## config.mk

```make
export PLATFORM = sky130hd
export DESIGN_NAME = cpst_cmd_fifo
export DESIGN_NICKNAME = d
export VERILOG_FILES = /design/src/design/cpst_pkg.sv /design/src/design/cpst_cmd_fifo.sv
export SDC_FILE = /design/constraint.sdc
export NUM_CORES = 1
export LEC_CHECK = 0
export BUFFER_PORTS_ARGS = -buffer_cell sky130_fd_sc_hd__buf_4
export CELL_PAD_IN_SITES_DETAIL_PLACEMENT = 1
export CELL_PAD_IN_SITES_GLOBAL_PLACEMENT = 2
export CORE_MARGIN = 5
export CORE_UTILIZATION = 39
export DETAILED_ROUTE_END_ITERATION = 8
export PLACE_DENSITY = 0.92
export SYNTH_ARGS = -nofsm -noshare
export SYNTH_HDL_FRONTEND = slang
export SYNTH_SLANG_ARGS = --single-unit
export TNS_END_PERCENT = 50
```

## constraint.sdc

```tcl
create_clock -name clk -period 9.5 [get_ports clk]
set_clock_uncertainty 0.05 [all_clocks]
set_input_delay 0.95 -clock clk [delete_from_list [all_inputs] [get_ports clk]]
set_output_delay 0.95 -clock clk [all_outputs]
set_load 0.02 [all_outputs]
```

## src/design/cpst_pkg.sv

```systemverilog
`default_nettype none
// ----------------------------------------------------------------------------
// cpst_pkg
// shared types and constants for the call-site profiling statistics table
// ----------------------------------------------------------------------------
package cpst_pkg;

    localparam int STACK_DEPTH_DEF   = 64;
    localparam int TABLE_ENTRIES_DEF = 32;
    localparam int IN_W  = 128;
    localparam int OUT_W = 352;

    typedef enum logic [1:0] {
        KIND_ENTRY = 2'd0,
        KIND_EXIT  = 2'd1,
        KIND_FLUSH = 2'd2,
        KIND_NONE  = 2'd3
    } kind_t;

    typedef enum logic [2:0] {
        ST_OK          = 3'd0,
        ST_STACK_FULL  = 3'd1,
        ST_STACK_EMPTY = 3'd2,
        ST_TABLE_FULL  = 3'd3,
        ST_DISABLED    = 3'd4,
        ST_RECORD      = 3'd5
    } status_t;

    // classified command handed from front to back
    typedef struct packed {
        kind_t       kind;
        logic [31:0] caller;
        logic [31:0] callee;
        logic [63:0] ts;
    } cmd_t;

    typedef struct packed {
        status_t     status;
        logic [63:0] duration;
        logic [31:0] site_caller;
        logic [31:0] site_callee;
        logic [31:0] call_count;
        logic [63:0] sum_cycles;
        logic [63:0] min_cycles;
        logic [63:0] max_cycles;
        logic        last;
    } result_t;

    typedef enum logic [2:0] {
        BK_IDLE,
        BK_POP,
        BK_SEARCH,
        BK_UPDATE,
        BK_FLUSH,
        BK_EMIT
    } bk_state_t;

endpackage
`default_nettype wire

```

## src/design/cpst_cmd_fifo.sv

```systemverilog
`default_nettype none
// ----------------------------------------------------------------------------
// cpst_cmd_fifo
// short command queue between the event front end and the table engine
// ----------------------------------------------------------------------------
module cpst_cmd_fifo
    import cpst_pkg::*;
(
    input  wire logic clk,
    input  wire logic rst_n,
    input  wire logic push,
    input  cmd_t      push_data,
    output logic      full,
    input  wire logic pop,
    output cmd_t      pop_data,
    output logic      empty
);
    cmd_t       mem_reg [2];
    logic       wp_reg, rp_reg;
    logic [1:0] cnt_reg;

    assign full     = (cnt_reg == 2'd2);
    assign empty    = (cnt_reg == 2'd0);
    assign pop_data = mem_reg[rp_reg];

    always_ff @(posedge clk)
    begin
        if (push && !full)
            mem_reg[wp_reg] <= push_data;
    end

    always_ff @(posedge clk or negedge rst_n)
    begin
        if (!rst_n)
        begin
            wp_reg  <= 1'b0;
            rp_reg  <= 1'b0;
            cnt_reg <= 2'd0;
        end
        else
        begin
            if (push && !full)
                wp_reg <= ~wp_reg;
            if (pop && !empty)
                rp_reg <= ~rp_reg;
            cnt_reg <= cnt_reg + {1'b0, (push && !full)} - {1'b0, (pop && !empty)};
        end
    end

    assert property (@(posedge clk) disable iff (!rst_n) cnt_reg <= 2'd2)
        else $error("queue count out of range");
    assert property (@(posedge clk) disable iff (!rst_n)
        (push && !full && !(pop && !empty)) |=> !empty)
        else $error("push lost");
endmodule
`default_nettype wire

```

# Yosys cells after proc, flatten, opt, wreduce, memory -nomap -nowiden
# Memories as Yosys holds them, arrays and structs flattened.
# Index checks and enable logic that the tools add are counted.
[op_classes]
add_sub_neg = 2
bitwise_logic = 2
reduce_logical = 5
n_eq_ne = 1
muxes = 2
[op_table]
columns = ["operator", "count"]
rows = [
  ["2-bit by 1-bit adder with 2-bit output", 1],
  ["2-bit equality test, second input constant", 1],
  ["1-bit logical AND", 2],
  ["1-bit zero test", 2],
  ["2-bit zero test", 1],
  ["1-bit two-way mux", 2],
  ["1-bit inverter", 2],
  ["2-bit by 1-bit subtractor with 2-bit output", 1],
]
[word_totals]
out_inout_bits = 132
ram_bits = 260
regBits = 4
inputBits = 134
memories = 1
[mem_list]
columns = ["name", "words", "word_bits", "rd", "rd_clocked_by_memory_dff", "wr", "line", "rtl"]
rows = [
  ["mem_reg", 2, 130, 1, 0, 1, "cpst_cmd_fifo.sv:18", "cmd_t mem_reg [2];"],
]

# Logic depth before layout (Yosys ltp)
[logic_depth]
depth_word = 5
ltp_mapped = 7
mapped_depth_nobuf = 7

# Least setup slack after synthesis
# No wires, ideal clock.
[synth_timing]
kind = "in2reg"
from = "in push"
to = "mem mem_reg[0][0] (netlist bit) (enable)"
n_path_buf = 0
path_stages = 2
setup_slack_ns = 2.385
t_arrival_ns = 6.445
path_cell_list = "nand2_1 -> nor2_1"
[synth_via]
elab_chain_cells = 3
[synth_lines]
columns = ["item", "line", "rtl"]
rows = [
  ["from (decl)", "cpst_cmd_fifo.sv:11", "input wire logic push,"],
  ["1-bit logical AND", "cpst_cmd_fifo.sv:28", "if (push && !full)"],
  ["1-bit two-way mux", "cpst_cmd_fifo.sv:28", ""],
  ["1-bit two-way mux (not written as such)", "cpst_cmd_fifo.sv:29", "mem_reg[wp_reg] <= push_data;"],
  ["to (decl)", "cpst_cmd_fifo.sv:18", ""],
]
# Every way passes these cells.

==> flow_metrics.env <==
export IMPL_run_status="finished, final reports clean"
export IMPL_post_cts_repair_setup_buffers=0
export IMPL_number_of_levels_the_h_tree_was_split_into=1
export IMPL_hold_class="in -> async"
export IMPL_drive_above_1_share_pct=60.19
export IMPL_grt_pass1_wl_mm=32.10
export IMPL_post_place_ws_ps=6263
export IMPL_top_level_i_o_count=266
export IMPL_power_per_cell_area_nw_per_um2=323.3
export IMPL_clkSlewWorstSetupHoldPaths_ps=70
export IMPL_drt_pass1_iterations=4
export IMPL_finalWorstPathRequiredPeriod_ps=3591
export IMPL_p_leak_nw=5.111
export IMPL_startpoint_type="flip-flop"
export IMPL_syn_inst=423
export IMPL_crit_fanout=61
export IMPL_placed_cell_area_um2=12260
export IMPL_fp_dieArea_um2=28820
export IMPL_slew_headroom_pct=18.53
export IMPL_portBuffers=265
export IMPL_grtUsageTotal_pct=14.15
export IMPL_fin_ws_ps=5909
export IMPL_drtIter0Drc=245
export IMPL_p_total_mw=4.229
export IMPL_fp_dieW_um=169.8
export IMPL_tritoncts_num_buffers=26
export IMPL_placed_cells_incl_taps=1008
export IMPL_total_of_max_cap_violations=0
export IMPL_largest_register_ffs=260
export IMPL_design_area_um2=13080
export IMPL_yosysWarningCount=0
export IMPL_remaining_drc_errors=0
export IMPL_worst_r2r_startpoint="cnt_reg[1]$_DFF_PN0_"
export IMPL_vdd_ir_drop_worst_v=0.0002180
export IMPL_endpoint_of_the_most_critical_register_to_register_path="mem_reg[1][128]$_DFFE_PP_"
export IMPL_register_to_register_path_setup_slack_ps=6740
export IMPL_postSynthAreaPerCell_um2=23.53
export IMPL_cts_resized=0
export IMPL_antenna_left=0
export IMPL_clock_latency_ps=520
export IMPL_via_per_inst=4.652
export IMPL_reg2regPathDepth=3
export IMPL_max_freq_ghz=0.2785
export IMPL_finalHoldViolations=0
export IMPL_initial_antenna_violation_count=0
export IMPL_finalWirelength_mm=21.42
export IMPL_clock_path_buffers=3
export IMPL_clock_sinks=264
export IMPL_hold_buf_cts=0
export IMPL_hpwlAfterDp_mm=15.12
export IMPL_vias=4913
export IMPL_timing_setup_tns_ps=0
export IMPL_nets=842
export IMPL_cts_root_buffer="sky130_fd_sc_hd__clkbuf_16"
export IMPL_synthesis_nets=559
export IMPL_diodes=0
export IMPL_layout_area_overhead_vs_synth_pct=31.40
export IMPL_critPathCaptureType="primary output"
export IMPL_row_count=58
export IMPL_crit_required_ps=8500
export IMPL_die_height_um=169.8
export IMPL_core_region_area_um2=25180
export IMPL_layout_worst_path_cycle_share_pct=37.80
export IMPL_synth_seq_area_share_pct=79.44
export IMPL_grt_pass1_vias=5590
export IMPL_setup_viol_count_final=0
export IMPL_maxSlewViolCount=0
export IMPL_worstPathArrival_ps=2590
export IMPL_post_synth_instance_area_um2=9955
export IMPL_post_drt_wl_per_cell_um=20.28
export IMPL_clock_tree_from_tritoncts="yes"
export IMPL_grt_ovfl_total=0
export IMPL_timing_setup_critical_path_class="reg -> out"
export IMPL_yosysUniqueCellTypes=16
export IMPL_rsz0062_at_grt="no"
export IMPL_floorplan_initialDensity_pct=39.53
export IMPL_worst_slew_pin_slew_ps=1222
export IMPL_yosys_register_bits=264
export IMPL_globalplace_congestion=0.7821
export IMPL_largest_net_degree_at_the_start_of_global_routing=88
export IMPL_final_instance_count_excl_fill=1056
## cells in the mapped netlist
cell / number / share of area, %
sky130_fd_sc_hd__and3_1: 1 / 0.063
sky130_fd_sc_hd__buf_2: 4 / 0.20
sky130_fd_sc_hd__buf_6: 10 / 1.1
sky130_fd_sc_hd__buf_8: 1 / 0.15
sky130_fd_sc_hd__dfrtp_1: 4 / 1.0
sky130_fd_sc_hd__edfxtp_1: 260 / 78
sky130_fd_sc_hd__ha_1: 2 / 0.25
sky130_fd_sc_hd__inv_1: 2 / 0.075
sky130_fd_sc_hd__mux2_2: 40 / 4.5
sky130_fd_sc_hd__mux2_4: 90 / 14
sky130_fd_sc_hd__nand2_1: 1 / 0.038
sky130_fd_sc_hd__nand2b_1: 1 / 0.063
sky130_fd_sc_hd__nor2_1: 2 / 0.075
sky130_fd_sc_hd__nor2b_1: 1 / 0.063
sky130_fd_sc_hd__xnor2_1: 3 / 0.26
sky130_fd_sc_hd__xor2_1: 1 / 0.088
## through the flow
step	util, %	hold slack (ps)
floorplan	-	410.8
global placement	48.70	435.5
detailed placement	48.70	453.1
CTS	51.94	134.5
global route	51.94	133.8
finish	51.94	164.4
## cell families (layout without fill, tap and decap cells)
family / after synthesis / after routing / share of synthesized area (%)
xor gates and xnor gates: 4 / 4 / 0.3520
adders and majority gates: 2 / 2 / 0.2513
buffers and inverters: 17 / 320 / 1.559
DFF: 264 / 264 / 79.44
muxes: 130 / 130 / 18.10
and+or+nand+nor: 6 / 6 / 0.3018
## routing by layer
layer / global-route usage [%] / vias up / part of all wire [%]
met4: 3.290 / 0 / 1.7
met2: 25.84 / 178 / 53
met3: 3.564 / 28 / 7.4
li1: - / 2241 / -
met5: 0 / - / 0
met1: 16.82 / 2466 / 38
## how the worst max path moves through the flow
stage                            start                        end  slack [ps]  cells after the start
CTS                 rp_reg$_DFFE_PN0P_              pop_data[129]        5870                      3
floorplan                         push    mem_reg[0][0]$_DFFE_PP_        2380                      2
global placement                  push  mem_reg[1][127]$_DFFE_PP_        6390                      3
global route        rp_reg$_DFFE_PN0P_              pop_data[129]        5780                      3
detailed placement                push  mem_reg[1][127]$_DFFE_PP_        6260                      3
finish              rp_reg$_DFFE_PN0P_              pop_data[129]        5910                      3
## worst max-delay path, cell delays in order (launching register included)
cell and delay (ps):
sky130_fd_sc_hd__dfrtp_4 580, sky130_fd_sc_hd__buf_4 830, sky130_fd_sc_hd__mux2_2 420, sky130_fd_sc_hd__buf_4 160
## where the power goes
group	internal, mW	leakage, nW	switching, mW
registers	1.60	2.46	0.0821
clock network	0.573	0.400	0.401
logic	0.740	2.25	0.834
total	2.91	5.11	1.32
## final cells by class
type                       count  area [µm²]
sequential                   264        7911
multi-input combinational    142        1904
clock buffer                  34       701.9
tap                          330       412.9
timing repair buffer         270        2027
clock inverter                14       115.1
inverter                       2       7.507
fill                        2297       12100
## cell usage in the layout (no fill, tap or decap), types with 3 or more instances in the layout
cell type	n
sky130_fd_sc_hd__clkbuf_16	27
sky130_fd_sc_hd__buf_4	270
sky130_fd_sc_hd__dfrtp_1	3
sky130_fd_sc_hd__edfxtp_1	260
sky130_fd_sc_hd__clkinv_2	4
sky130_fd_sc_hd__mux2_2	40
sky130_fd_sc_hd__mux2_4	90
sky130_fd_sc_hd__xnor2_1	3
sky130_fd_sc_hd__clkbuf_1	7
sky130_fd_sc_hd__clkinv_1	7
No activity file was read; power rests on OpenSTA's default activity.
